File: src/rtl/core/ontok_pkg.sv
package ontok_pkg;

	// largest integer value, saturation point
	localparam logic [30:0] INT_MAX = 31'h7FFF_FFFF;

	// result buffer depth, a power of two so that its pointers wrap freely
	localparam int RES_DEPTH = 4;

	// source bytes that matter to the tokenizer
	localparam logic [7:0] CH_NL     = 8'h0A;
	localparam logic [7:0] CH_BANG   = 8'h21;
	localparam logic [7:0] CH_QUOTE  = 8'h22;
	localparam logic [7:0] CH_AMP    = 8'h26;
	localparam logic [7:0] CH_LPAREN = 8'h28;
	localparam logic [7:0] CH_RPAREN = 8'h29;
	localparam logic [7:0] CH_STAR   = 8'h2A;
	localparam logic [7:0] CH_PLUS   = 8'h2B;
	localparam logic [7:0] CH_COMMA  = 8'h2C;
	localparam logic [7:0] CH_MINUS  = 8'h2D;
	localparam logic [7:0] CH_DOT    = 8'h2E;
	localparam logic [7:0] CH_SLASH  = 8'h2F;
	localparam logic [7:0] CH_0      = 8'h30;
	localparam logic [7:0] CH_9      = 8'h39;
	localparam logic [7:0] CH_COLON  = 8'h3A;
	localparam logic [7:0] CH_SEMI   = 8'h3B;
	localparam logic [7:0] CH_LT     = 8'h3C;
	localparam logic [7:0] CH_EQ     = 8'h3D;
	localparam logic [7:0] CH_GT     = 8'h3E;
	localparam logic [7:0] CH_LBRACK = 8'h5B;
	localparam logic [7:0] CH_RBRACK = 8'h5D;
	localparam logic [7:0] CH_CARET  = 8'h5E;
	localparam logic [7:0] CH_LBRACE = 8'h7B;
	localparam logic [7:0] CH_BAR    = 8'h7C;
	localparam logic [7:0] CH_RBRACE = 8'h7D;
	localparam logic [7:0] CH_TILDE  = 8'h7E;

	typedef enum logic [5:0] {
		TK_INT      = 6'd0,
		TK_FRAC     = 6'd1,
		TK_STR      = 6'd2,
		TK_TILDE    = 6'd3,
		TK_LBRACE   = 6'd4,
		TK_RBRACE   = 6'd5,
		TK_LPAREN   = 6'd6,
		TK_RPAREN   = 6'd7,
		TK_LBRACK   = 6'd8,
		TK_RBRACK   = 6'd9,
		TK_COMMA    = 6'd10,
		TK_DOT      = 6'd11,
		TK_COLON    = 6'd12,
		TK_SEMI     = 6'd13,
		TK_LT       = 6'd14,
		TK_LE       = 6'd15,
		TK_SHL      = 6'd16,
		TK_SHL_EQ   = 6'd17,
		TK_GT       = 6'd18,
		TK_GE       = 6'd19,
		TK_SHR      = 6'd20,
		TK_SHR_EQ   = 6'd21,
		TK_PLUS     = 6'd22,
		TK_INC      = 6'd23,
		TK_PLUS_EQ  = 6'd24,
		TK_MINUS    = 6'd25,
		TK_DEC      = 6'd26,
		TK_MINUS_EQ = 6'd27,
		TK_ARROW    = 6'd28,
		TK_STAR     = 6'd29,
		TK_STAR_EQ  = 6'd30,
		TK_POW      = 6'd31,
		TK_POW_EQ   = 6'd32,
		TK_SLASH    = 6'd33,
		TK_SLASH_EQ = 6'd34,
		TK_AMP      = 6'd35,
		TK_LAND     = 6'd36,
		TK_AMP_EQ   = 6'd37,
		TK_BAR      = 6'd38,
		TK_LOR      = 6'd39,
		TK_BAR_EQ   = 6'd40,
		TK_CARET    = 6'd41,
		TK_CARET_EQ = 6'd42,
		TK_ASSIGN   = 6'd43,
		TK_EQEQ     = 6'd44,
		TK_BANG     = 6'd45,
		TK_NE       = 6'd46
	} tok_kind_t;

	// byte classes seen by the lexer
	typedef enum logic [4:0] {
		CL_OTHER  = 5'd0,
		CL_DIGIT  = 5'd1,
		CL_DOT    = 5'd2,
		CL_LT     = 5'd3,
		CL_GT     = 5'd4,
		CL_PLUS   = 5'd5,
		CL_MINUS  = 5'd6,
		CL_STAR   = 5'd7,
		CL_SLASH  = 5'd8,
		CL_AMP    = 5'd9,
		CL_BAR    = 5'd10,
		CL_CARET  = 5'd11,
		CL_EQ     = 5'd12,
		CL_BANG   = 5'd13,
		CL_QUOTE  = 5'd14,
		CL_NL     = 5'd15,
		CL_SINGLE = 5'd16
	} cls_t;

	// classified word passed from front to back
	typedef struct packed {
		cls_t      cls;
		logic [3:0] digit;
		tok_kind_t single_kind;
		logic      eoi;
	} q_word_t;

	typedef struct packed {
		tok_kind_t   kind;
		logic [30:0] value;
		logic        ovf;
		logic        last;
	} res_t;

endpackage

File: src/rtl/core/ontok_front.sv
module ontok_front (
	input  logic              in_valid,
	output logic              in_ready,
	input  logic [7:0]        ch,
	input  logic              end_of_input,
	output logic              push_valid,
	input  logic              push_ready,
	output ontok_pkg::q_word_t push_word
);
	import ontok_pkg::*;

	assign push_valid = in_valid;
	assign in_ready   = push_ready;

	// byte classification
	always_comb begin
		push_word.cls         = CL_OTHER;
		push_word.digit       = ch[3:0];
		push_word.single_kind = TK_TILDE;
		push_word.eoi         = end_of_input;
		unique case (ch)
			CH_NL:     push_word.cls = CL_NL;
			CH_BANG:   push_word.cls = CL_BANG;
			CH_QUOTE:  push_word.cls = CL_QUOTE;
			CH_AMP:    push_word.cls = CL_AMP;
			CH_STAR:   push_word.cls = CL_STAR;
			CH_PLUS:   push_word.cls = CL_PLUS;
			CH_MINUS:  push_word.cls = CL_MINUS;
			CH_DOT:    push_word.cls = CL_DOT;
			CH_SLASH:  push_word.cls = CL_SLASH;
			CH_LT:     push_word.cls = CL_LT;
			CH_EQ:     push_word.cls = CL_EQ;
			CH_GT:     push_word.cls = CL_GT;
			CH_CARET:  push_word.cls = CL_CARET;
			CH_BAR:    push_word.cls = CL_BAR;
			CH_TILDE: begin
				push_word.cls = CL_SINGLE; push_word.single_kind = TK_TILDE;
			end
			CH_LBRACE: begin
				push_word.cls = CL_SINGLE; push_word.single_kind = TK_LBRACE;
			end
			CH_RBRACE: begin
				push_word.cls = CL_SINGLE; push_word.single_kind = TK_RBRACE;
			end
			CH_LPAREN: begin
				push_word.cls = CL_SINGLE; push_word.single_kind = TK_LPAREN;
			end
			CH_RPAREN: begin
				push_word.cls = CL_SINGLE; push_word.single_kind = TK_RPAREN;
			end
			CH_LBRACK: begin
				push_word.cls = CL_SINGLE; push_word.single_kind = TK_LBRACK;
			end
			CH_RBRACK: begin
				push_word.cls = CL_SINGLE; push_word.single_kind = TK_RBRACK;
			end
			CH_COMMA: begin
				push_word.cls = CL_SINGLE; push_word.single_kind = TK_COMMA;
			end
			CH_COLON: begin
				push_word.cls = CL_SINGLE; push_word.single_kind = TK_COLON;
			end
			CH_SEMI: begin
				push_word.cls = CL_SINGLE; push_word.single_kind = TK_SEMI;
			end
			default: begin
				if (ch >= CH_0 && ch <= CH_9) begin
					push_word.cls = CL_DIGIT;
				end
			end
		endcase
	end

endmodule

File: src/rtl/core/ontok_queue.sv
module ontok_queue #(
	parameter int DEPTH = 4
) (
	input  logic               clk,
	input  logic               arst_n,
	input  logic               push_valid,
	output logic               push_ready,
	input  ontok_pkg::q_word_t push_word,
	output logic               pop_valid,
	input  logic               pop_ready,
	output ontok_pkg::q_word_t pop_word
);
	import ontok_pkg::*;

	localparam int PTR_W = $clog2(DEPTH);
	localparam int CNT_W = $clog2(DEPTH + 1);

	q_word_t            data_q [DEPTH];
	logic [PTR_W-1:0]   wr_ptr_q;
	logic [PTR_W-1:0]   rd_ptr_q;
	logic [CNT_W-1:0]   count_q;
	logic               push;
	logic               pop;

	assign push_ready = (count_q != CNT_W'(DEPTH));
	assign pop_valid  = (count_q != '0);
	assign push       = push_valid && push_ready;
	assign pop        = pop_valid && pop_ready;
	assign pop_word   = data_q[rd_ptr_q];

	always_ff @(posedge clk) begin
		if (push) begin
			data_q[wr_ptr_q] <= push_word;
		end
	end

	always_ff @(posedge clk or negedge arst_n) begin
		if (!arst_n) begin
			wr_ptr_q <= '0;
			rd_ptr_q <= '0;
			count_q  <= '0;
		end else begin
			if (push) begin
				wr_ptr_q <= (wr_ptr_q == PTR_W'(DEPTH - 1)) ? '0 : wr_ptr_q + PTR_W'(1);
			end
			if (pop) begin
				rd_ptr_q <= (rd_ptr_q == PTR_W'(DEPTH - 1)) ? '0 : rd_ptr_q + PTR_W'(1);
			end
			count_q <= count_q + CNT_W'(push) - CNT_W'(pop);
		end
	end

endmodule

File: src/rtl/core/ontok_lexer.sv
module ontok_lexer (
	input  logic                  clk,
	input  logic                  arst_n,
	input  logic                  q_valid,
	output logic                  q_ready,
	input  ontok_pkg::q_word_t    q_word,
	input  logic                  room,
	output logic [1:0]            wr_cnt,
	output ontok_pkg::res_t [1:0] wr_data
);
	import ontok_pkg::*;

	typedef enum logic [19:0] {
		LX_IDLE    = 20'h00001,
		LX_INT     = 20'h00002,
		LX_INT_DOT = 20'h00004,
		LX_FRAC    = 20'h00008,
		LX_LT      = 20'h00010,
		LX_SHL     = 20'h00020,
		LX_GT      = 20'h00040,
		LX_SHR     = 20'h00080,
		LX_PLUS    = 20'h00100,
		LX_MINUS   = 20'h00200,
		LX_STAR    = 20'h00400,
		LX_POW     = 20'h00800,
		LX_SLASH   = 20'h01000,
		LX_COMMENT = 20'h02000,
		LX_AMP     = 20'h04000,
		LX_BAR     = 20'h08000,
		LX_CARET   = 20'h10000,
		LX_EQ      = 20'h20000,
		LX_BANG    = 20'h40000,
		LX_STR     = 20'h80000
	} lx_state_t;

	typedef struct packed {
		logic v;
		res_t r;
	} cand_t;

	lx_state_t   state_q;
	logic [30:0] acc_q;
	logic        sat_q;

	lx_state_t   st;
	logic [30:0] acc_w;
	logic        sat_w;
	logic        again;
	logic        do_idle;
	logic        fin;
	tok_kind_t   fin_kind;
	cand_t [3:0] cand;
	logic [1:0]  n;
	res_t [1:0]  out_r;
	logic [34:0] mac;
	logic        pop;
	cls_t        cls;

	function automatic cand_t mk(tok_kind_t k);
		cand_t c;
		c.v       = 1'b1;
		c.r.kind  = k;
		c.r.value = '0;
		c.r.ovf   = 1'b0;
		c.r.last  = 1'b0;
		return c;
	endfunction

	// token left pending in a state when it is closed
	function automatic cand_t pending(lx_state_t s, logic [30:0] acc, logic sat);
		cand_t c;
		c = mk(TK_INT);
		unique case (s)
			LX_INT: begin
				c.r.value = acc;
				c.r.ovf   = sat;
			end
			LX_INT_DOT, LX_FRAC: c.r.kind = TK_FRAC;
			LX_LT:    c.r.kind = TK_LT;
			LX_SHL:   c.r.kind = TK_SHL;
			LX_GT:    c.r.kind = TK_GT;
			LX_SHR:   c.r.kind = TK_SHR;
			LX_PLUS:  c.r.kind = TK_PLUS;
			LX_MINUS: c.r.kind = TK_MINUS;
			LX_STAR:  c.r.kind = TK_STAR;
			LX_POW:   c.r.kind = TK_POW;
			LX_SLASH: c.r.kind = TK_SLASH;
			LX_AMP:   c.r.kind = TK_AMP;
			LX_BAR:   c.r.kind = TK_BAR;
			LX_CARET: c.r.kind = TK_CARET;
			LX_EQ:    c.r.kind = TK_ASSIGN;
			LX_BANG:  c.r.kind = TK_BANG;
			default:  c.v = 1'b0;
		endcase
		return c;
	endfunction

	assign cls     = q_word.cls;
	assign q_ready = room;
	assign pop     = q_valid && room;

	// acc * 10 + digit
	assign mac = {1'b0, acc_q, 3'b000} + {3'b000, acc_q, 1'b0} + {31'd0, q_word.digit};

	always_comb begin
		st       = state_q;
		acc_w    = acc_q;
		sat_w    = sat_q;
		again    = 1'b0;
		do_idle  = 1'b0;
		fin      = 1'b0;
		fin_kind = TK_INT;
		cand     = '0;

		unique case (state_q)
			LX_INT: begin
				if (cls == CL_DIGIT) begin
					if (mac > {4'd0, INT_MAX}) begin
						acc_w = INT_MAX;
						sat_w = 1'b1;
					end else begin
						acc_w = mac[30:0];
					end
				end else if (cls == CL_DOT) st = LX_INT_DOT;
				else again = 1'b1;
			end
			LX_INT_DOT, LX_FRAC: begin
				if (cls == CL_DIGIT) st = LX_FRAC;
				else again = 1'b1;
			end
			LX_LT: begin
				if (cls == CL_LT) st = LX_SHL;
				else if (cls == CL_EQ) begin fin = 1'b1; fin_kind = TK_LE; end
				else again = 1'b1;
			end
			LX_SHL: begin
				if (cls == CL_EQ) begin fin = 1'b1; fin_kind = TK_SHL_EQ; end
				else again = 1'b1;
			end
			LX_GT: begin
				if (cls == CL_GT) st = LX_SHR;
				else if (cls == CL_EQ) begin fin = 1'b1; fin_kind = TK_GE; end
				else again = 1'b1;
			end
			LX_SHR: begin
				if (cls == CL_EQ) begin fin = 1'b1; fin_kind = TK_SHR_EQ; end
				else again = 1'b1;
			end
			LX_PLUS: begin
				if (cls == CL_PLUS) begin fin = 1'b1; fin_kind = TK_INC; end
				else if (cls == CL_EQ) begin fin = 1'b1; fin_kind = TK_PLUS_EQ; end
				else again = 1'b1;
			end
			LX_MINUS: begin
				if (cls == CL_MINUS) begin fin = 1'b1; fin_kind = TK_DEC; end
				else if (cls == CL_EQ) begin fin = 1'b1; fin_kind = TK_MINUS_EQ; end
				else if (cls == CL_GT) begin fin = 1'b1; fin_kind = TK_ARROW; end
				else again = 1'b1;
			end
			LX_STAR: begin
				if (cls == CL_STAR) st = LX_POW;
				else if (cls == CL_EQ) begin fin = 1'b1; fin_kind = TK_STAR_EQ; end
				else again = 1'b1;
			end
			LX_POW: begin
				if (cls == CL_EQ) begin fin = 1'b1; fin_kind = TK_POW_EQ; end
				else again = 1'b1;
			end
			LX_SLASH: begin
				if (cls == CL_SLASH) st = LX_COMMENT;
				else if (cls == CL_EQ) begin fin = 1'b1; fin_kind = TK_SLASH_EQ; end
				else again = 1'b1;
			end
			LX_COMMENT: begin
				if (cls == CL_NL) st = LX_IDLE;
			end
			LX_AMP: begin
				if (cls == CL_AMP) begin fin = 1'b1; fin_kind = TK_LAND; end
				else if (cls == CL_EQ) begin fin = 1'b1; fin_kind = TK_AMP_EQ; end
				else again = 1'b1;
			end
			LX_BAR: begin
				if (cls == CL_BAR) begin fin = 1'b1; fin_kind = TK_LOR; end
				else if (cls == CL_EQ) begin fin = 1'b1; fin_kind = TK_BAR_EQ; end
				else again = 1'b1;
			end
			LX_CARET: begin
				if (cls == CL_EQ) begin fin = 1'b1; fin_kind = TK_CARET_EQ; end
				else again = 1'b1;
			end
			LX_EQ: begin
				if (cls == CL_EQ) begin fin = 1'b1; fin_kind = TK_EQEQ; end
				else again = 1'b1;
			end
			LX_BANG: begin
				if (cls == CL_EQ) begin fin = 1'b1; fin_kind = TK_NE; end
				else again = 1'b1;
			end
			LX_STR: begin
				if (cls == CL_QUOTE) begin fin = 1'b1; fin_kind = TK_STR; end
			end
			default: begin
				st      = LX_IDLE;
				do_idle = 1'b1;
			end
		endcase

		if (fin) begin
			cand[0] = mk(fin_kind);
			st      = LX_IDLE;
		end

		// byte closes the pending token, then starts afresh
		if (again) begin
			cand[1] = pending(state_q, acc_q, sat_q);
			st      = LX_IDLE;
			acc_w   = '0;
			sat_w   = 1'b0;
			do_idle = 1'b1;
		end

		if (do_idle) begin
			unique case (cls)
				CL_LT:     st = LX_LT;
				CL_GT:     st = LX_GT;
				CL_PLUS:   st = LX_PLUS;
				CL_MINUS:  st = LX_MINUS;
				CL_STAR:   st = LX_STAR;
				CL_SLASH:  st = LX_SLASH;
				CL_AMP:    st = LX_AMP;
				CL_BAR:    st = LX_BAR;
				CL_CARET:  st = LX_CARET;
				CL_EQ:     st = LX_EQ;
				CL_BANG:   st = LX_BANG;
				CL_QUOTE:  st = LX_STR;
				CL_SINGLE: cand[2] = mk(q_word.single_kind);
				CL_DOT:    cand[2] = mk(TK_DOT);
				CL_DIGIT: begin
					st    = LX_INT;
					acc_w = {27'd0, q_word.digit};
					sat_w = 1'b0;
				end
				default: ;
			endcase
		end

		// end of input flush
		if (q_word.eoi) begin
			cand[3] = pending(st, acc_w, sat_w);
			st      = LX_IDLE;
			acc_w   = '0;
			sat_w   = 1'b0;
		end
	end

	// pack up to two results in order and mark the final one
	always_comb begin
		n     = '0;
		out_r = '0;
		for (int i = 0; i < 4; i++) begin
			if (cand[i].v && n != 2'd2) begin
				out_r[n[0]] = cand[i].r;
				n           = n + 2'd1;
			end
		end
		if (n == 2'd1) out_r[0].last = 1'b1;
		else if (n == 2'd2) out_r[1].last = 1'b1;
	end

	assign wr_cnt  = pop ? n : 2'd0;
	assign wr_data = out_r;

	always_ff @(posedge clk or negedge arst_n) begin
		if (!arst_n) begin
			state_q <= LX_IDLE;
			acc_q   <= '0;
			sat_q   <= 1'b0;
		end else if (pop) begin
			state_q <= st;
			acc_q   <= acc_w;
			sat_q   <= sat_w;
		end
	end

endmodule

File: src/rtl/core/ontok_resbuf.sv
module ontok_resbuf (
	input  logic                  clk,
	input  logic                  arst_n,
	input  logic [1:0]            wr_cnt,
	input  ontok_pkg::res_t [1:0] wr_data,
	output logic                  room,
	output logic                  out_valid,
	input  logic                  out_ready,
	output logic [5:0]            token_kind,
	output logic [30:0]           int_value,
	output logic                  overflow,
	output logic                  last
);
	import ontok_pkg::*;

	localparam int PTR_W = $clog2(RES_DEPTH);
	localparam int CNT_W = $clog2(RES_DEPTH + 1);

	res_t             data_q [RES_DEPTH];
	logic [PTR_W-1:0] wr_ptr_q;
	logic [PTR_W-1:0] rd_ptr_q;
	logic [CNT_W-1:0] count_q;
	logic             pop;
	res_t             head;

	// space for the two results one word may cause
	assign room      = (count_q <= CNT_W'(RES_DEPTH - 2));
	assign out_valid = (count_q != '0);
	assign pop       = out_valid && out_ready;
	assign head      = data_q[rd_ptr_q];

	assign token_kind = head.kind;
	assign int_value  = head.value;
	assign overflow   = head.ovf;
	assign last       = head.last;

	always_ff @(posedge clk) begin
		if (wr_cnt != 2'd0) begin
			data_q[wr_ptr_q] <= wr_data[0];
		end
		if (wr_cnt == 2'd2) begin
			data_q[wr_ptr_q + PTR_W'(1)] <= wr_data[1];
		end
	end

	always_ff @(posedge clk or negedge arst_n) begin
		if (!arst_n) begin
			wr_ptr_q <= '0;
			rd_ptr_q <= '0;
			count_q  <= '0;
		end else begin
			wr_ptr_q <= wr_ptr_q + PTR_W'(wr_cnt);
			rd_ptr_q <= rd_ptr_q + PTR_W'(pop);
			count_q  <= count_q + CNT_W'(wr_cnt) - CNT_W'(pop);
		end
	end

endmodule

File: src/rtl/core/operator_number_tokenizer_core.sv
// operator and number tokenizer, one source byte per input word
// input channel: in_valid/in_ready carry ch and end_of_input; a word is taken
//   when both are high; end_of_input marks the last byte and flushes any
//   pending integer, fraction or operator after that byte
// output channel: out_valid/out_ready carry token_kind, int_value, overflow
//   and last; a byte yields zero, one or two words, last set on the final one
// front: classifies the byte and writes it into a small queue (QUEUE_DEPTH)
// back: lexer state machine pops one queue entry per cycle while the result
//   buffer has room for two words, updates the integer accumulator (x10 plus
//   digit, saturating) and writes results into a four-entry result buffer
//   that drives the output ports directly
// path: a taken byte is registered in the queue, then the lexer writes its
//   words into the result buffer registers, which raise out_valid
// throughput: one byte per cycle while the result buffer has room for two
//   words; output of one word per cycle sets the pace for two-word bytes
// receiver stall: the result buffer fills, the lexer stops popping, the
//   queue fills, then in_ready drops; nothing is lost or repeated
// reset: arst_n clears the lexer to idle, the accumulator and flag to zero,
//   and empties queue and buffer
module operator_number_tokenizer_core #(
	parameter int QUEUE_DEPTH = 4
) (
	input  logic        clk,
	input  logic        arst_n,
	input  logic        in_valid,
	output logic        in_ready,
	input  logic [7:0]  ch,
	input  logic        end_of_input,
	output logic        out_valid,
	input  logic        out_ready,
	output logic [5:0]  token_kind,
	output logic [30:0] int_value,
	output logic        overflow,
	output logic        last
);
	import ontok_pkg::*;

	// front to queue
	logic       push_valid;
	logic       push_ready;
	q_word_t    push_word;

	// queue to lexer
	logic       q_valid;
	logic       q_ready;
	q_word_t    q_word;

	// lexer to result buffer
	logic       room;
	logic [1:0] wr_cnt;
	res_t [1:0] wr_data;

	ontok_front u_front (
		.in_valid     (in_valid),
		.in_ready     (in_ready),
		.ch           (ch),
		.end_of_input (end_of_input),
		.push_valid   (push_valid),
		.push_ready   (push_ready),
		.push_word    (push_word)
	);

	// decouples byte intake from lexer stalls
	ontok_queue #(
		.DEPTH (QUEUE_DEPTH)
	) u_queue (
		.clk        (clk),
		.arst_n     (arst_n),
		.push_valid (push_valid),
		.push_ready (push_ready),
		.push_word  (push_word),
		.pop_valid  (q_valid),
		.pop_ready  (q_ready),
		.pop_word   (q_word)
	);

	ontok_lexer u_lexer (
		.clk     (clk),
		.arst_n  (arst_n),
		.q_valid (q_valid),
		.q_ready (q_ready),
		.q_word  (q_word),
		.room    (room),
		.wr_cnt  (wr_cnt),
		.wr_data (wr_data)
	);

	// output register stage, parts lexer from the receiver
	ontok_resbuf u_resbuf (
		.clk        (clk),
		.arst_n     (arst_n),
		.wr_cnt     (wr_cnt),
		.wr_data    (wr_data),
		.room       (room),
		.out_valid  (out_valid),
		.out_ready  (out_ready),
		.token_kind (token_kind),
		.int_value  (int_value),
		.overflow   (overflow),
		.last       (last)
	);

endmodule
File: config.mk
export PLATFORM = sky130hd
export DESIGN_NAME = operator_number_tokenizer_core
export DESIGN_NICKNAME = d
export VERILOG_FILES = /design/src/rtl/core/ontok_pkg.sv /design/src/rtl/core/ontok_front.sv /design/src/rtl/core/ontok_queue.sv /design/src/rtl/core/ontok_lexer.sv /design/src/rtl/core/ontok_resbuf.sv /design/src/rtl/core/operator_number_tokenizer_core.sv
export SDC_FILE = /design/constraint.sdc
export NUM_CORES = 1
export LEC_CHECK = 0
export BUFFER_PORTS_ARGS = -buffer_cell sky130_fd_sc_hd__buf_2
export CORE_MARGIN = 2
export CORE_UTILIZATION = 58
export CTS_BUF_LIST = sky130_fd_sc_hd__clkbuf_8 sky130_fd_sc_hd__clkbuf_16
export CTS_CLUSTER_SIZE = 40
export DETAILED_ROUTE_END_ITERATION = 7
export PLACE_DENSITY = 0.88
export SLEW_MARGIN = 20
export SYNTH_ARGS = -nofsm -noshare
export SYNTH_HDL_FRONTEND = slang
export SYNTH_HIERARCHICAL = 1
export SYNTH_SLANG_ARGS = --single-unit
File: constraint.sdc
create_clock -name clk -period 8.3 [get_ports clk]
set_input_delay 2.075 -clock clk [delete_from_list [all_inputs] [get_ports clk]]
set_output_delay 2.075 -clock clk [all_outputs]
set_load 0.005 [all_outputs]
Yosys cells after proc, flatten, opt, wreduce, memory -nomap -nowiden --
Memories as Yosys holds them, arrays and structs flattened. Index checks and enable logic that the tools add are counted.
Word-level totals: bits in registers 66, bits in writable memories 212, bits of input ports 13, output and inout port bits 41, word-level logic and storage cells 267, memories kept 2
Memory list:
- u_resbuf.data_q | depth 4, width 39, read ports 1, clocked after memory_dff 0, wr ports 2, RTL line ontok_resbuf.sv:19 | res_t data_q [RES_DEPTH];
- u_queue.data_q | depth 4, width 14, read ports 1, clocked after memory_dff 0, wr ports 1, RTL line ontok_queue.sv:18 | q_word_t data_q [DEPTH];
Cells by class: $add $sub $neg 14, order comparisons 10, equal/unequal tests 85, muxes and demuxes 126, reduce and logical (&&, ||, !) cells 21
Operator list (number):
- $pmux 6 s15 | 3
- $pmux 20 s13 | 1
- $mux 20 | 12
- $bwmux 78 | 3
- $mux 78 | 3
- $mux 31 | 7
- $mux 40 | 4
- $pmux 20 s8 | 1
- $mux 39 | 4
- $eq 8x6->1 const B | 16
- $demux 39 s1 | 3
- $mux 6 | 16
- $pmux 40 s2 | 1
- $pmux 5 s15 | 1
- $mux 32 | 2
- $eq 8x7->1 const B | 7
- $mux 1 | 48
- $eq 20x10->1 const B | 2
- $eq 20x11->1 const B | 2
- $eq 20x12->1 const B | 2
- $eq 20x13->1 const B | 2
- $eq 20x15->1 const B | 2
- $eq 20x16->1 const B | 2
- $eq 20x17->1 const B | 2
- 53 further kinds | 110

Logic depth before layout (Yosys ltp) --
An unclocked memory read counts as a cell.
depth in word-level cells 22, depth in mapped cells 31, mapped depth without buffers 24

Modules after synthesis --
Netlist, hierarchy kept.
By module, submodules not included:
- ontok_resbuf | times used 1, cells each 421, area each 8087.8 um^2, sequential area each 4859.7 um^2
- ontok_lexer | times used 1, cells each 977, area each 7430.9 um^2, sequential area each 1302.5 um^2
- ontok_queue | times used 1, cells each 127, area each 2797.7 um^2, sequential area each 2097.0 um^2
- ontok_front | times used 1, cells each 85, area each 540.5 um^2, sequential area each 0.0 um^2

Least setup slack after synthesis --
OpenSTA, ideal clock, no wires.
path type register to register, from register u_queue.rd_ptr_q[0], to memory u_resbuf/data_q[2][0] in the netlist's numbering, enable pin, setup time 448 ps, data arrival time 7686 ps, data required time 7852 ps, slack 166 ps, stages on the path, launching flop included 24, path buffers 4, period minus slack after synthesis 8134 ps, path through dfrtp_1 buf_4 mux4_2 clkbuf_1 nor4b_2 nand2_1 a32o_1 a311o_1 o41ai_2 and2_1 inv_1 ha_1 or3_1 a21oi_4 xnor2_2 buf_2 ha_1 nand2b_1 a211oi_4 buf_2 nand2_1 a21oi_1 nor2_1 a21oi_1
RTL lines:
- start: declaration | RTL line ontok_queue.sv:20 | logic [PTR_W-1:0] rd_ptr_q;
- start signal: assignment | RTL line ontok_queue.sv:47 | rd_ptr_q <= (rd_ptr_q == PTR_W'(DEPTH - 1)) ? '0 : rd_ptr_q + PTR_W'(1);
- end: declaration | RTL line ontok_resbuf.sv:19

==> impl_metrics.py <==
metrics = {
    "yosys": {
        "ys_seq_area_share_pct": 43.8,
        "yosys.area.top_type_share_pct": 35.0,
        "syn-cell-area_mm2": 0.0189,
        "synth_top_flop_cell": "edfxtp_1",
        "syn_inst": 1610,
        "synth_edf_count": 220,
        "yosysWarnings": 6,
        "synth.top_cells.by_area": "edfxtp_1 (35%), dfrtp_1 (8.6%), mux2_2 (7.8%), mux4_2 (6.6%), ha_1 (4.9%)",
        "ys_types": 108,
        "yosysTopAreaCell": "edfxtp_1",
        "yosysMostFrequentCell": "edfxtp_1",
        "synth_seq_cells": 286,
        "yosys-top-cells-count": "edfxtp_1 (220), nor2_1 (136), mux2_2 (131)",
        "synth-async-reset-ratio_pct": 23.1,
        "avgSynthCellArea_um2": 11.7,
    },
    "placement": {
        "io_buffers": 53,
        "place_inst": 2034,
        "dpl.hpwl_mm": 34.1,
        "place_area_mm2": 0.0194,
        "place_ws_ps": 764,
        "place.gp.congestion": 1.00,
    },
    "timing": {
        "timing.final.crit_period_ps": 7660,
        "slew_violations": 0,
        "skew_ps": 9.66,
        "setup_ws_ps": 643,
        "max_freq_mhz": 131,
        "timing.hold.ws_ps": 545,
        "fin_crit_sh_pct": 92.3,
        "setup_viol": 0,
        "tightestPinTransition_ps": 1200,
        "max_slew_margin_pct": 18.1,
        "tns_ps": 0,
        "hold_violations": 0,
        "rsz0062_at_grt": "no",
    },
    "worst_setup_path": {
        "worstPathRequired_ps": 8620,
        "cp.depth": 22,
        "worstSetupPathType": "reg2reg",
        "critical_path.max_stage_delay_ps": 750,
        "cp_cell_sequence": "mux4_2, nor4b_2, nand2_1, a32o_1, a311o_1, o41ai_2, buf_4, and2_1, inv_1, ha_1, or3_1, a21oi_4, xnor2_2, ha_1, nand2b_1, a211oi_4, buf_4, or2_2, a21oi_1, nand4b_1, buf_4, mux2_2",
        "crit_path_frequent_cell": "buf_4",
        "path_buf_inv": 4,
        "path_delay_family": "simple AND/OR/NAND/NOR gates",
        "worstSetupEndpointType": "flip-flop",
        "cp_slowest_cell": "a21oi_1",
        "startpoint_type": "flip-flop",
        "path_max_fanout": 39,
        "reg2reg_depth": 22,
        "cp.arrival_ps": 7980,
    },
    "clock_network": {
        "htree_levels": 1,
        "cts_resized": 0,
        "clock-sinks": 286,
        "postCtsHoldBufs": 0,
        "cts_buffers": 30,
        "cts.path.max_buffers": 3,
        "insertion_delay_ps": 570,
        "postCtsSetupBuffers": 0,
        "clk_pin_slew_ps": 60,
        "root_buffer": "clkbuf_16",
        "cts_tree": "built",
    },
    "min_path": {
        "hold_path_class": "reg2reg",
        "whs_path_depth": 2,
    },
    "power": {
        "p_leak_nw": 8.15,
        "power_mw": 5.86,
        "ir_drop_mv": 0.253,
        "power_density_mw_per_mm2": 288,
    },
    "detailed_routing": {
        "drtPass1Iterations": 6,
        "wirelength_mm": 50.1,
        "post_drt_wl_per_cell_um": 24.0,
        "drc_errors": 0,
        "viasPerCell": 6.81,
        "vias": 14200,
        "final_antenna_net_count": 0,
        "drt_iter0_drc": 1472,
    },
    "layout": {
        "fill_cells": 2358,
        "final_cells": 2090,
        "finalNetCount": 1715,
        "drive_above_1_share_pct": 25.2,
        "syn2layout_area_growth_pct": 8.11,
        "finalInstanceArea_mm2": 0.0204,
        "utilization_pct": 63.1,
        "diodes": 0,
    },
    "floorplan": {
        "die-area_mm2": 0.0340,
        "die_w_um": 184,
        "core_mm2": 0.0323,
        "io_pins": 54,
        "initial_utilization_pct": 58.4,
        "fp.dieH_um": 184,
        "rows": 66,
    },
    "run_status": {
        "status": "finished clean",
    },
    "global_route": {
        "antenna_found_initial": 0,
        "grt_max_degree": 67,
        "grt_pass1_wl_mm": 78.6,
        "grt_pass1_vias": 14400,
        "grt_usage_pct": 29.6,
        "grt_remaining_overflow": 0,
    },
    "flow_run": {
        "cap_viol_max_count": 0,
    },
}
## worst paths after layout
path | start | endpoint | slack (ps)
max reg2reg | u_queue/rd_ptr_q[0] | u_resbuf/data_q[0][11] | 640
max in group asynchronous | arst_n | u_resbuf/rd_ptr_q[1] | 5870
max | u_queue/rd_ptr_q[0] | u_resbuf/data_q[0][11] | 640
min in group asynchronous | arst_n | u_queue/wr_ptr_q[0] | 1730
min reg2reg | u_lexer/sat_q | u_lexer/sat_q | 550
min | u_lexer/sat_q | u_lexer/sat_q | 550
## sequential cells by signal, summed over array words and instances (netlist names), 3 cells and up
register and count:
u_lexer/acc_q 31, u_lexer/state_q 20, u_queue/count_q 3, u_queue/data_q 64, u_resbuf/count_q 3, u_resbuf/data_q 156
## worst min-delay path, cell delays in order (launching register included)
cell     delay (ps)
dfrtp_1         370
a31oi_1          50
nor2_1           90
## cell usage in the layout, fill, tap and decap left out, drive strengths merged, types with 9 or more instances in the layout
| cell type | n |
|---|---|
| nor3 | 40 |
| xnor2 | 35 |
| and2 | 12 |
| mux2 | 161 |
| o2bb2ai | 27 |
| and3 | 21 |
| nor4 | 27 |
| a2111oi | 10 |
| xor2 | 13 |
| o21ai | 62 |
| nor4b | 9 |
| buf | 86 |
| a21o | 27 |
| o21a | 10 |
| a21oi | 76 |
| nor2b | 22 |
| nor2 | 136 |
| nand4 | 22 |
| a32o | 11 |
| mux4 | 55 |
| edfxtp | 220 |
| a31oi | 14 |
| nand2b | 15 |
| ha | 74 |
| nand2 | 93 |
| dfrtp | 65 |
| a211oi | 10 |
| clkbuf | 33 |
| nand3 | 26 |
| o22ai | 10 |
| o211ai | 12 |
| inv | 52 |
| a22o | 11 |
| or3 | 13 |
| o31ai | 11 |
## final cells by class
cell class,instances,area [um^2],share of cell area (%)
clock inverter,23,201,0.988
tap,442,553,2.71
inverter,41,154,0.755
multi-input combinational,1179,9900,48.6
clock buffer,33,792,3.89
sequential,286,8260,40.5
timing repair buffer,86,526,2.58
## cell families (layout without fill, tap and decap cells)
logic type,after synthesis,count (layout),share of synthesized area [%]
AO/OA/AOI/OAI,342,342,13.2
XOR/XNOR,48,48,2.27
adder cells (fa/ha/maj),80,80,5.44
buffers and inverters,146,183,3.96
flip-flops,286,286,43.8
multiplexers,223,223,17.2
other,1,2,0.0199
AND/OR/NAND/NOR,484,484,14.1
## layer usage
metal	global-route usage (%)	vias to the layer above	share of wire [%]
li1	-	6279	-
met1	35.6	6987	37
met2	51.5	770	51
met3	4.68	206	7.3
met4	15.1	0	5.3
met5	0	-	0
## power breakdown
part           internal [mW]  total [mW]  switching (mW)
clock network          0.777        1.34           0.566
logic                  0.943        2.37            1.43
registers               1.94        2.15           0.203
total                   3.67        5.86            2.20
No activity file was read; power rests on OpenSTA's default activity.
